<file path="config.mk">
export PLATFORM = sky130hd
export DESIGN_NAME = lhc_ram
export DESIGN_NICKNAME = d
export VERILOG_FILES = /design/src/rtl/lru_handle_cache_assert.svh /design/src/rtl/lhc_ram.sv
export SDC_FILE = /design/constraint.sdc
export NUM_CORES = 1
export LEC_CHECK = 0
export BUFFER_PORTS_ARGS = -buffer_cell sky130_fd_sc_hd__buf_2
export CAP_MARGIN = 20
export CORE_MARGIN = 8
export CORE_UTILIZATION = 40
export DETAILED_ROUTE_END_ITERATION = 10
export PLACE_DENSITY = 0.57
export SLEW_MARGIN = 15
export SYNTH_ARGS = -nofsm -noshare
export SYNTH_HDL_FRONTEND = slang
export SYNTH_SLANG_ARGS = --single-unit
</file>
<file path="constraint.sdc">
create_clock -name clk_i -period 4.6 [get_ports clk_i]
set_input_delay 0.92 -clock clk_i [delete_from_list [all_inputs] [get_ports clk_i]]
set_output_delay 0.92 -clock clk_i [all_outputs]
set_load 0.005 [all_outputs]
</file>
<file path="src/rtl/lru_handle_cache_assert.svh">
// Assertion macros for the handle cache top level.
// Requires clk_i and rst_ni in the scope of use.
`ifndef LRU_HANDLE_CACHE_ASSERT_SVH
`define LRU_HANDLE_CACHE_ASSERT_SVH

// Antecedent implies consequent in the same cycle.
`define LHC_ASSERT_IMPL(label, ante, cons) \
  label: assert property (@(posedge clk_i) disable iff (!rst_ni) (ante) |-> (cons)) \
    else $error("lhc check failed");

// Antecedent implies consequent in the next cycle.
`define LHC_ASSERT_NEXT(label, ante, cons) \
  label: assert property (@(posedge clk_i) disable iff (!rst_ni) (ante) |=> (cons)) \
    else $error("lhc check failed");

`endif

</file>
<file path="src/rtl/lhc_ram.sv">
// Generic single-write, single-read synchronous RAM with registered read data.
// No dependencies.
`default_nettype none
module lhc_ram #(
  parameter int WIDTH = 8,
  parameter int DEPTH = 64
) (
  input  wire logic                     clk_i,
  input  wire logic                     we_i,
  input  wire logic [$clog2(DEPTH)-1:0] waddr_i,
  input  wire logic [WIDTH-1:0]         wdata_i,
  input  wire logic                     re_i,
  input  wire logic [$clog2(DEPTH)-1:0] raddr_i,
  output logic      [WIDTH-1:0]         rdata_o
);
  logic [WIDTH-1:0] mem [DEPTH];

  always_ff @(posedge clk_i) begin
    if (we_i) begin
      mem[waddr_i] <= wdata_i;
    end
    if (re_i) begin
      rdata_o <= mem[raddr_i];
    end
  end
endmodule
`default_nettype wire

</file>
* Word-level counts from Yosys, hierarchy flattened
Memories as Yosys holds them, arrays and structs flattened. A register that Yosys moved wholly into a read port is not among the register bits.
Index checks and enable logic that the tools add are counted.
** Cells by class
- $add $sub $neg :: 0
- Eq/ne operators :: 0
- Muxes and demuxes :: 2
- Reduce and logical (&&, ||, !) cells :: 0
- Shift operators :: 0
- Magnitude comparators :: 0
- Bitwise operators :: 0
- Div/mod/pow operators :: 0
- $mul :: 0
** Operators with widths (count)
- 1-bit 2-to-1 mux :: 2
** Storage, ports and cells
- RAM bits :: 512
- Bits in latches :: 0
- Output and inout bits :: 8
- Logic and storage cells :: 3
- Bits of input ports :: 23
- ROM bits :: 0
- Memories :: 1
- Register bits :: 0
** Memory list
- mem :: words 64, width 8, rd ports 1, clocked after memory_dff 1, wr ports 1, RTL line lhc_ram.sv:16 : logic [WIDTH-1:0] mem [DEPTH];

* Depth between registers and ports, before layout
Gate-level depths: netlist of run 1.
- Depth after elaboration :: 2
- Depth in mapped cells :: 9

* Worst setup path before layout of run 1
OpenSTA, ideal clock, no wires.
- Kind :: input to register
- Start point :: input raddr_i[1]
- End point :: register rdata_o[3], read port of mem, data pin
- Path slack :: 1.874 ns
- Cell stages on the path :: 7
- Arrival time :: 2.460 ns
- Path buffers :: 3
- Cell sequence :: buf_4 > buf_2 > buf_2 > mux4_2 > mux4_2 > o21ai_1 > o41ai_1
** RTL lines
- start, declared :: RTL line lhc_ram.sv:13 : input wire logic [$clog2(DEPTH)-1:0] raddr_i,
- end, declared :: RTL line lhc_ram.sv:14 : output logic [WIDTH-1:0] rdata_o

==> key figures, run 1 <==
Status
  • Status: finished, final reports clean

Pwr
  • Comb power frac: 0.049
  • Reg power frac: 0.533
  • Clock network power share: 0.418
  • Switching share of total power: 0.209
  • Design Power: 0.00989 W
  • Max VDD drop: 0.000250 V
  • Psw: 0.00207 W
  • Internal power: 0.00782 W
  • Power Density: 433 mW/mm2
  • Leakage: 7.05 nW

Synthesis
  • Yosys warnings: 0
  • Largest family of logic cells by synthesized area: multiplexers
  • Syn Area/Cell: 21.5 um2
  • Simple-gate area share of the yosys netlist: 0.0337
  • Post-synth EDFFs: 520
  • Synth Flop Type: edfxtp_1
  • Post-synth top cells: edfxtp_1 (520), mux4_2 (126), nor2_1 (83), mux2i_1 (23), nand2_1 (19)
  • Largest area contributor in the netlist: edfxtp_1
  • Asr flop ratio synth: 0
  • Count leader, synth: edfxtp_1
  • Synthesized instance count: 940
  • Syn Nets: 963
  • #FFs+latches synth: 520
  • Area contributors post-synth: edfxtp_1 (77%), mux4_2 (14%), nor2_1 (1.5%)
  • Yosys cell types: 39
  • Synth top area share: 0.771
  • Mux share of post-synthesis cell area: 0.159
  • Sequential-to-total area share from yosys stat: 0.771
  • Adder-Cell Fraction of Synth Area: 0
  • Synth Area in Compound Gates: 0.0206
  • Post-Synthesis Cell Area: 0.0202 mm2
  • Xor/xnor share of the synthesized area: 0

Timing
  • Min Tclk post-route: 3.00 ns
  • Total negative slack: 0 ns
  • # setup viols final: 0
  • Worst-Margin Slew: 1.11 ns
  • Final Hold Viols: 0
  • Final Skew: 0.0117 ns
  • Tcrit/Tclk final: 0.652
  • RSZ-0062 raised after global routing: false
  • Fmax achieved: 333 MHz
  • Slew Limit Fails: 0
  • Worst slew margin: 0.256

Cells and area
  • # fillers: 4259
  • Area Overhead vs Synth: 12.9%
  • Layout cell share with drive strength beyond 1: 0.264
  • Layout net count: 1024

Global routing
  • Total gr overflow: 0
  • Largest net degree at the start of global routing: 65
  • Vias in the first global route: 9775
  • First-pass GRT wire length: 68.9 mm
  • Initial antenna violation count: 3
  • Global-route usage over all layers: 0.164

Drt
  • Final ANT Viol Nets: 0
  • First-pass DRT Iterations: 5
  • Avg WL per Cell: 27.4 um
  • Residual DRC: 0
  • 1st-iter DRT viols: 972
  • Vias/cell: 5.52
  • Post-Route WL: 47.0 mm
  • Vias: 9481

Floorplanning
  • IO Pins: 31
  • Core Box Area: 0.0501 mm2
  • Die area: 0.0581 mm2
  • Die height: 241 um
  • Rows: 82
  • Die Width: 241 um
  • Initial Utilization: 0.404

Placed design
  • Routability cong.: 0.794
  • Detailed placement HPWL: 29.1 mm
  • Port Buffers: 30

Clock tree
  • CTS tree: done
  • Clock sinks: 520
  • Setup bufs post-CTS: 0
  • Clk Latency, worst-skew pair: 0.58 ns
  • CTS Hold Buffers Added: 0
  • Clk root buf: clkbuf_16
  • Worst-path clk slew: 0.06 ns
  • CTS Buffer Depth: 3
  • PostCTS Resize Cnt: 0
  • H-Tree Depth: 2
  • Num CTS Buffers: 53

Setup path
  • Critical Path End Type: register
  • Largest fanout on the critical path: 41
  • Crit path required time: 4.91 ns
  • Critical path class: input pin to register
  • Worst Path Arrival: 3.31 ns
  • Crit path launch type: input pin

Min path
  • Worst Hold Class: input pin to register

Job
  • Maxcap violations: 0
==> state kept, by name (all words and copies together), names as in the netlist <==
name,count
mem,512
rdata_o,8
==> layout make-up <==
| class | count | area [um2] | area share |
|---|---|---|---|
| repair buffers | 57 | 423 | 0.0185 |
| clock buffers | 61 | 1360 | 0.0593 |
| clock inverters | 35 | 297 | 0.0130 |
| multi-input cells | 369 | 4330 | 0.189 |
| well taps | 672 | 841 | 0.0368 |
| flip-flops and latches | 520 | 15600 | 0.683 |
| diodes | 3 | 7.51 | 0.000328 |
==> cell usage in the layout, fill, tap and decap left out, drive strengths merged, types with 3 or more instances in the layout <==
master / instances
o22ai: 8
nand3: 13
mux2: 13
nand2b: 7
bufinv: 5
o2111ai: 3
nor2: 83
a21oi: 3
clkinv: 27
o21ai: 4
edfxtp: 520
nand2: 19
mux4: 126
o2bb2ai: 3
a22oi: 3
a211oi: 4
mux2i: 23
nor3: 7
a221oi: 6
nand3b: 3
clkbuf: 62
diode: 3
buf: 56
nor2b: 14
o221ai: 8
==> through the flow <==
stage	std cells	instance area [um2]	util	hold slack (ns)	setup WS, ns
2_1_floorplan	940	20200	-	0.797	1.87
3_3_place_gp	1617	21200	0.423	0.877	0.966
3_5_place_dp	1617	21200	0.423	0.896	0.949
4_1_cts	1713	22800	0.456	0.703	1.58
5_1_grt	1715	22900	0.457	0.711	1.49
6_report	1717	22900	0.457	0.750	1.60
==> kinds of logic (layout without fill, tap and decap cells) <==
family                 Yosys count  after routing
AO/OA/AOI/OAI                   54             54
multiplexers                   162            162
flip-flops                     520            520
other                            0              3
buffers and inverters           51            153
AND/OR/NAND/NOR                153            153
==> layer usage <==
layer / routed length (um) / track usage / up-vias
met1: 20700 / 0.229 / 5061
met5: 13 / 0 / -
met3: 2600 / 0.0325 / 81
met4: 1170 / 0.0493 / 2
met2: 22500 / 0.261 / 262
li1: - / - / 4075
==> power groups by stage <==
| stage | Combinational (W) | Clock [W] | Sequential, W |
|---|---|---|---|
| 2_1_floorplan | 0.000280 | 0 | 0.00536 |
| 3_3_place_gp | 0.000489 | 0 | 0.00537 |
| 6_report | 0.000488 | 0.00414 | 0.00527 |
| 5_1_grt | 0.000522 | 0.00439 | 0.00527 |
| 3_5_place_dp | 0.000497 | 0 | 0.00537 |
| 4_1_cts | 0.000497 | 0.00422 | 0.00527 |
==> worst paths after layout <==
check	start	slack, ns	depth (start not counted)	endpoint
worst min-delay path	re_i	0.75	1	rdata_o[5]
worst max register to register	mem[29][4]	2.44	5	rdata_o[4]
worst min register to register	mem[30][6]	0.91	3	rdata_o[6]
worst max-delay path	raddr_i[0]	1.60	7	rdata_o[4]
==> worst max-delay path, cell delays in order <==
cell and delay [ns]:
clkbuf_8 0.45, buf_4 0.35, mux4_2 0.53, mux2_2 0.30
o221a_2 0.28, nor3_1 0.30, o32ai_1 0.15
Power figures use the tool's default switching activity.
==> run 2, diff against run 1 <==
--- a/config.mk
+++ b/config.mk
@@ -10,7 +10,7 @@
 export CORE_MARGIN = 8
 export CORE_UTILIZATION = 40
 export DETAILED_ROUTE_END_ITERATION = 10
-export PLACE_DENSITY = 0.57
+export PLACE_DENSITY = 0.59
 export SLEW_MARGIN = 15
 export SYNTH_ARGS = -nofsm -noshare
 export SYNTH_HDL_FRONTEND = slang
==> constraint.sdc (replaced) <==
create_clock -name clk_i -period 2.52 [get_ports clk_i]
set_input_delay 0.504 -clock clk_i [delete_from_list [all_inputs] [get_ports clk_i]]
set_output_delay 0.504 -clock clk_i [all_outputs]
set_load 0.005 [all_outputs]
==> key figures, run 2 (synthesis results as in run 1) <==
Floorplanning
  • Core Box Area: 0.0501 mm2
  • Rows: 82
  • Initial Utilization: 0.404
  • Die Width: 241 um
  • Die height: 241 um
  • IO Pins: 31
  • Die area: 0.0581 mm2

Setup path
  • Largest fanout on the critical path: 1
  • Cells on worst reg2reg path: 6
  • CP max stage cell: mux4_2
  • Worst Path Arrival: 2.66 ns
  • CP cell instances: mux4_2 > mux2_2 > o221a_2 > nor3_1 > buf_4 > o32ai_1
  • Critical path class: register to register
  • Critical Path End Type: register
  • Max incr delay on CP: 0.46 ns
  • Crit path launch type: register
  • Crit path required time: 2.84 ns

Cells and area
  • Finished Core Util: 0.481
  • # fillers: 4186
  • Layout cell share with drive strength beyond 1: 0.351
  • Regs by FF count: mem: 512 flops, rdata_o: 8 flops
  • Commonest non-fill, non-tap cell in the layout: edfxtp_1
  • Layout net count: 1160
  • Most frequent cells in the layout: edfxtp_1 (520), buf_4 (148), mux4_2 (126)
  • Max reg flops: 512
  • Area Overhead vs Synth: 19.1%
  • Biggest register: mem

Pwr
  • Leakage: 7.85 nW
  • Power Density: 761 mW/mm2
  • Max VDD drop: 0.000481 V

Clock tree
  • Clock sinks: 520
  • Setup bufs post-CTS: 0
  • CTS Hold Buffers Added: 0
  • Clk Latency, worst-skew pair: 0.58 ns
  • Worst-path clk slew: 0.06 ns
  • H-Tree Depth: 2
  • CTS Buffer Depth: 3
  • CTS tree: done
  • Num CTS Buffers: 51
  • Clk root buf: clkbuf_16
  • PostCTS Resize Cnt: 0

Global routing
  • Global-route usage over all layers: 0.166
  • Initial antenna violation count: 3
  • Largest net degree at the start of global routing: 65
  • Vias in the first global route: 10.4k
  • First-pass GRT wire length: 70.5 mm
  • Total gr overflow: 0

Drt
  • Final ANT Viol Nets: 0
  • Vias/cell: 5.42
  • Post-Route WL: 47.3 mm
  • First-pass DRT Iterations: 5
  • Vias: 10.0k
  • Avg WL per Cell: 25.5 um
  • 1st-iter DRT viols: 915
  • Residual DRC: 0

Timing
  • Tcrit/Tclk final: 0.927
  • Min Tclk post-route: 2.33 ns
  • Total negative slack: 0 ns
  • # setup viols final: 0
  • Setup ws final: 0.185 ns
  • Worst-Margin Slew: 0.679 ns
  • Slew Limit Fails: 0
  • Final Hold Viols: 0
  • Worst slew margin: 0.536
  • RSZ-0062 raised after global routing: false
  • Final Skew: 0.0230 ns
  • Min Hold Slack: 0.324 ns
  • Fmax achieved: 428 MHz

Placed design
  • Port Buffers: 30
  • Routability cong.: 0.789
  • Post-placement worst setup slack: -0.323 ns
  • Detailed placement HPWL: 31.3 mm

Min path
  • Worst Hold Class: input pin to register
  • Hold Crit Depth: 1

Status
  • Status: finished, final reports clean

Job
  • Maxcap violations: 0
==> run 2: stage by stage <==
step	cell area, um2	power [W]	std cells
after floorplan	20200	0.0103	940
after global placement	22400	0.0108	1756
after detailed placement	22400	0.0108	1756
after CTS	24100	0.0185	1850
after global routing	24100	0.0189	1851
final	24100	0.0183	1852
==> run 2: final timing paths <==
kind,startpoint,end,slack (ns)
setup / recovery,mem[25][4],rdata_o[4],0.19
hold / removal,re_i,rdata_o[4],0.32
setup reg to reg,mem[25][4],rdata_o[4],0.19
hold reg to reg,mem[2][7],rdata_o[7],0.96
==> run 2: where the power goes <==
group | internal, W | switching [W]
Clock | 0.00454 | 0.00318
Sequential | 0.00959 | 0.0000266
Combinational | 0.000432 | 0.000573
Total | 0.0146 | 0.00378
==> run 2: critical path, delay by kind of cell, from the launching register on <==
kind	cells	cell delay (ns)
buffers and inverters	1	0.19
DFF	1	0.37
muxes	2	0.75
AOI/OAI and AO/OA	2	0.36
and+or+nand+nor	1	0.41
==> run 2: layer usage <==
metal / track usage / part of all wire
met1: 0.232 / 0.44
met5: 0 / 0.00028
met4: 0.0612 / 0.031
met2: 0.261 / 0.47
met3: 0.0290 / 0.060
==> run 2: cell type report <==
cell class / instances / area (um2) / area share
Clock buffer: 59 / 1310 / 0.0542
Multi-Input combinational cell: 369 / 4320 / 0.179
Antenna cell: 2 / 5.00 / 0.000208
Timing Repair Buffer: 195 / 1640 / 0.0680
Tap cell: 672 / 841 / 0.0349
Sequential cell: 520 / 15600 / 0.648
Clock inverter: 35 / 383 / 0.0159
